`src/sv/cbcr_pkg.sv`:
```
// Shared constants, mode codes and controller/datapath interface types for the count ranker.
`default_nettype none
package cbcr_pkg;

    localparam int DEF_NUM_SYMBOLS = 12;
    localparam int DEF_NUM_HOURS   = 3;
    localparam int DEF_NUM_PEERS   = 3;
    localparam int DEF_COUNT_BITS  = 16;

    localparam int FIELD_RANK_W = 4;
    localparam int MODE_W       = 2;

    // Ranking modes; the unused code ranks as MODE_CONTEXT.
    localparam logic [MODE_W-1:0] MODE_ID      = 2'd0;
    localparam logic [MODE_W-1:0] MODE_OVERALL = 2'd1;
    localparam logic [MODE_W-1:0] MODE_CONTEXT = 2'd2;

    localparam logic [MODE_W-1:0] MODE_RESET = MODE_CONTEXT;

    // Commands from the controller to the datapath.
    typedef struct packed {
        logic clr_step;   // write zero at the clear pointer and advance it
        logic capture;    // take in the item fields and form the context base
        logic rd_tgt;     // read the target's context count, latch its overall count
        logic latch_tgt;  // keep the target's context count
        logic rd_next;    // read the next candidate's context count
        logic cmp;        // compare the candidate in flight against the target
        logic wr_train;   // write back both incremented counts
        logic finish;     // present the query result
    } t_dp_cmd;

    // Status from the datapath to the controller.
    typedef struct packed {
        logic clr_done;
        logic sym_ok;
        logic is_query;
        logic issued_all;
    } t_dp_status;

endpackage
`default_nettype wire

```
`src/sv/cbcr_ctrl.sv`:
```
// Sequencing state machine for clearing, training and ranking.
`default_nettype none
module cbcr_ctrl (
    input  wire logic               i_clk,
    input  wire logic               i_rst_n,
    input  wire logic               start,
    output logic                    busy,
    input  wire cbcr_pkg::t_dp_status i_status,
    output cbcr_pkg::t_dp_cmd       o_cmd
);

    localparam logic [2:0] S_CLR   = 3'd0;
    localparam logic [2:0] S_IDLE  = 3'd1;
    localparam logic [2:0] S_READ  = 3'd2;
    localparam logic [2:0] S_LATCH = 3'd3;
    localparam logic [2:0] S_SCAN  = 3'd4;
    localparam logic [2:0] S_FIN   = 3'd5;
    localparam logic [2:0] S_WRITE = 3'd6;

    logic [2:0] r_state;
    logic [2:0] n_state;

    always_ff @(posedge i_clk) begin
        if (!i_rst_n) begin
            r_state <= S_CLR;
        end else begin
            r_state <= n_state;
        end
    end

    always_comb begin
        n_state = r_state;
        o_cmd   = '0;
        unique case (r_state)
            S_CLR: begin
                o_cmd.clr_step = 1'b1;
                if (i_status.clr_done) begin
                    n_state = S_IDLE;
                end
            end
            S_IDLE: begin
                if (start) begin
                    o_cmd.capture = 1'b1;
                    n_state       = S_READ;
                end
            end
            S_READ: begin
                if (!i_status.sym_ok) begin
                    // An out-of-range symbol touches no count.
                    n_state = i_status.is_query ? S_FIN : S_IDLE;
                end else begin
                    o_cmd.rd_tgt = 1'b1;
                    n_state      = i_status.is_query ? S_LATCH : S_WRITE;
                end
            end
            S_LATCH: begin
                o_cmd.latch_tgt = 1'b1;
                o_cmd.rd_next   = 1'b1;
                n_state         = S_SCAN;
            end
            S_SCAN: begin
                o_cmd.cmp = 1'b1;
                if (i_status.issued_all) begin
                    n_state = S_FIN;
                end else begin
                    o_cmd.rd_next = 1'b1;
                end
            end
            S_FIN: begin
                o_cmd.finish = 1'b1;
                n_state      = S_IDLE;
            end
            S_WRITE: begin
                o_cmd.wr_train = 1'b1;
                n_state        = S_IDLE;
            end
            default: begin
                n_state = S_IDLE;
            end
        endcase
    end

    assign busy = (r_state != S_IDLE);

endmodule
`default_nettype wire

```
`config.mk`:
```
export PLATFORM = sky130hd
export DESIGN_NAME = cbcr_ctrl
export DESIGN_NICKNAME = d
export VERILOG_FILES = /design/src/sv/cbcr_pkg.sv /design/src/sv/cbcr_ctrl.sv
export SDC_FILE = /design/constraint.sdc
export NUM_CORES = 1
export LEC_CHECK = 0
export BUFFER_PORTS_ARGS = -buffer_cell sky130_fd_sc_hd__buf_2
export CAP_MARGIN = 20
export CORE_AREA = 2 2 39 41
export CTS_CLUSTER_SIZE = 24
export DETAILED_ROUTE_END_ITERATION = 16
export DIE_AREA = 0 0 41 43
export GPL_ROUTABILITY_DRIVEN = 0
export GPL_TIMING_DRIVEN = 0
export PLACE_DENSITY = 0.43
export SETUP_SLACK_MARGIN = 0.5
export SYNTH_ARGS = -nofsm -noshare
export SYNTH_HDL_FRONTEND = slang
export SYNTH_SLANG_ARGS = --single-unit
```
`constraint.sdc`:
```
create_clock -name i_clk -period 1.9 [get_ports i_clk]
set_input_delay 0.095 -clock i_clk [delete_from_list [all_inputs] [get_ports i_clk]]
set_output_delay 0.095 -clock i_clk [all_outputs]
set_load 0.005 [all_outputs]
```
# After elaboration in Yosys (flattened, before gate mapping)
# Index checks and enable logic that the tools add are counted.
# W data, S select, Z words.
word_totals:
  ff_bits: 3
  in_bits: 7
  out_inout_bits: 9
  wordCells: 31
op_classes:
  eq_ne: 10
  muxes: 18
  n_reduce_logical: 2
ops:
  columns: ["cell", "count"]
  rows:
  - ["$mux W3", 6]
  - ["$pmux W3 S5", 1]
  - ["$mux W1", 10]
  - ["$eq A3 B3 Y1 const B", 3]
  - ["$eq A3 B2 Y1 const B", 2]
  - ["$ne A2 B2 Y1 const B", 3]
  - ["$eq A3 B1 Y1 const B", 1]
  - ["$logic_not A3 Y1", 1]
  - ["$ne A3 B1 Y1 const B", 1]
  - ["$reduce_and A3 Y1", 1]
  - ["$pmux W1 S2", 1]

# Depth between registers and ports, before layout
logic_depth:
  ltp_word: 3
  depth_mapped: 5

# Least setup slack after synthesis
# No wires, ideal clock.
synth_path:
  kind: "register to register"
  start: "reg r_state[0]"
  end: "reg r_state[0]"
  setup_ns: 0.122
  t_arrival_ns: 0.912
  required_time_ns: 1.778
  slack_ns: 0.866
  stages_incl_launch_ff: 5
  period_less_slack_ns: 1.034
  path_cell_list: "dfxtp_1 -> buf_6 -> nand2b_1 -> a21oi_1 -> o311a_1"
synth_between:
  elab_chain_len: 3
synth_lines:
  columns: ["item", "line_no", "text"]
  rows:
  - ["start, declared", "cbcr_ctrl.sv:20", "logic [2:0] r_state;"]
  - ["start signal, assigned", "cbcr_ctrl.sv:27", "r_state <= n_state;"]
  - ["$eq A3 B3 Y1 (tied with other cells)", "cbcr_ctrl.sv:34", "unique case (r_state)"]
  - ["$ne A2 B2 Y1 (no line)", null, null]
  - ["$reduce_and A3 Y1 (no line)", null, null]
# Parallel ways exist; a longest one is shown, timed or not.
# A chain may end at the register's enable or synchronous reset.

==> metrics.csv <==
metric,value,unit
Initial Utilization,0.179,
number of max-cap violations,0,
Synth area leader,dfxtp_1,
Leakage Power,0.204,nW
drt total wl,610,um
Post-Syn Nets,39,
Synth Warn #,0,
hold slack,140,ps
Pre-Repair DR Iteration Count,2,
antenna-violating nets left,0,
relative slew slack,0.881,
iteration-0 DRC count of the detailed router,1,
clk buf depth,2,
"top cells by area, synth","dfxtp_1, nand2b_1, and3b_1, a21oi_1, nor3b_1",
vias in the first global route,240,
status,finished clean,
RSZ-0062 raised after global routing,no,
fin crit period,1280,ps
Max VDD drop,0.000198,V
share of the synthesized area in the top cell type,0.242,
first-pass GRT wire length,876,um
placed cell count,62,
Final Hold Viols,0,
"Arr. time, crit path",1180,ps
total gr overflow,0,
Worst-Skew Late Latency,230,ps
clock slew at reported path FFs,30,ps
Root Buffer,clkbuf_4,
startpoint types,flip-flop,
Core ar.,1380,um^2
slew of the pin with the lowest slew margin,178,ps
final setup violation count,0,
setup tns final,0,ps
"Seq/Total Area, Yosys",0.242,
# nets final,59,
row count,14,
Die Width,41,um
die extent in y,43,um
vias per std cell,3.95,
Layout fillers,163,
Gate Count Post-Synth,31,
fmax,782,MHz
ant diodes,0,
CTS tree,done,
DR WL/cell,9.24,um
DR DRC count,0,
critical path class,reg2out,
initial antenna violation count,0,
H-tree depth,1,
HP Class,in2reg,
syn avg cell area,7.99,um^2
detailed-route via count,261,
largest registers,r_state: 3 flops,
Port Buffers,15,
final cell count without fillers,66,
"Area growth, synth to finish",53.5,%
Final Util,0.275,
DIE AREA,1760,um^2
Power Density,642,nW/um^2
Biggest register,r_state,
Final Slew Violations,0,
Tot GR Track Use,0.0772,
max reg flops,3,
CP Capture Type,output pin,
"Distinct cells, synth",16,
Fin Clk Skew,1.88,ps
flop and latch count out of synthesis,3,
fin crit share,0.673,
layout cells sized above 1,0.460,
largest net degree at the start of global routing,11,
# IOs,16,
Worst EP required,1800,ps
number of post-CTS setup repair buffers,0,
CP max FO,8,
DP Wirelength,468,um
Post-Syn Area,248,um^2
total CTS buffers,3,
# clock sinks,3,
area by class of cell:
cell class	instances	area (um^2)	share of cell area
tap	16	20.0	0.0526
sequential	3	62.6	0.164
timing repair buffer	15	75.1	0.197
clock buffer	4	26.3	0.0691
buffer	1	11.3	0.0296
multi-input combinational	25	178	0.467
inverter	2	7.51	0.0197
worst paths after layout:
| kind | start | end | slack, ps | cells past startpoint |
|---|---|---|---|---|
| max | r_state[1] | o_cmd[3] | 620 | 4 |
| min | i_rst_n | r_state[0] | 140 | 2 |
| max reg2reg | r_state[0] | r_state[0] | 770 | 4 |
| min reg2reg | r_state[2] | r_state[1] | 510 | 1 |
critical path, cell delays in order (launching register included):
cell,delay (ps)
dfxtp_2,400
nor2b_2,210
and2_1,150
nand2b_1,90
buf_2,100
synth_stat cells, drive strengths merged:
library cell / count
a21oi: 3
and2: 2
and2b: 1
and3b: 2
buf: 1
dfxtp: 3
ha: 1
inv: 2
nand2: 1
nand2b: 6
nor2: 2
nor2b: 2
nor3: 1
nor3b: 3
o311a: 1
stage by stage:
stage | setup WS [ps] | total power [mW] | instance area, um^2
floorplan | 866 | 0.110 | 248
global placement | 756 | 0.133 | 343
detailed placement | 766 | 0.133 | 343
CTS | 509 | 0.249 | 369
global route | 528 | 0.267 | 380
finish | 621 | 0.244 | 380
metal layers:
layer	up-vias	share of wire	track usage
met2	9	0.47	0.113
met5	-	0	0
met1	110	0.46	0.0737
li1	142	-	-
met3	0	0.066	0.0314
met4	0	0	0.0800
logic make-up (layout without fill, tap and decap cells):
logic type                 after synthesis  after routing  share of synthesized area
buffers and inverters                    3             22                     0.0758
adders and majority gates                1              1                     0.0505
DFF                                      3              3                      0.242
and+or+nand+nor                         20             20                      0.530
AOI/OAI and AO/OA                        4              4                      0.101
where the power goes:
part	switching [mW]	leakage, nW	internal [mW]
clock network	0.0315	0.0150	0.0786
logic	0.0245	0.163	0.0335
registers	0.00759	0.0255	0.0685
total	0.0636	0.204	0.181
cells in the final DEF (no fill, tap or decap), drive strengths merged:
cell	netlist	routed
buf	1	16
nand2b	6	6
clkbuf	0	4
a21oi	3	3
nor3b	3	3
dfxtp	3	3
inv	2	2
and2	2	2
and3b	2	2
nor2	2	2
nor2b	2	2
and2b	1	1
nand2	1	1
nor3	1	1
o311a	1	1
ha	1	1
timing repair:
action / 4_1_cts / 5_1_grt
hold buffers: 0 / 0
setup endpoints to repair: 0 / 2
resized for setup: 0 / 4
Note: power is estimated with default switching activity, not from simulation.
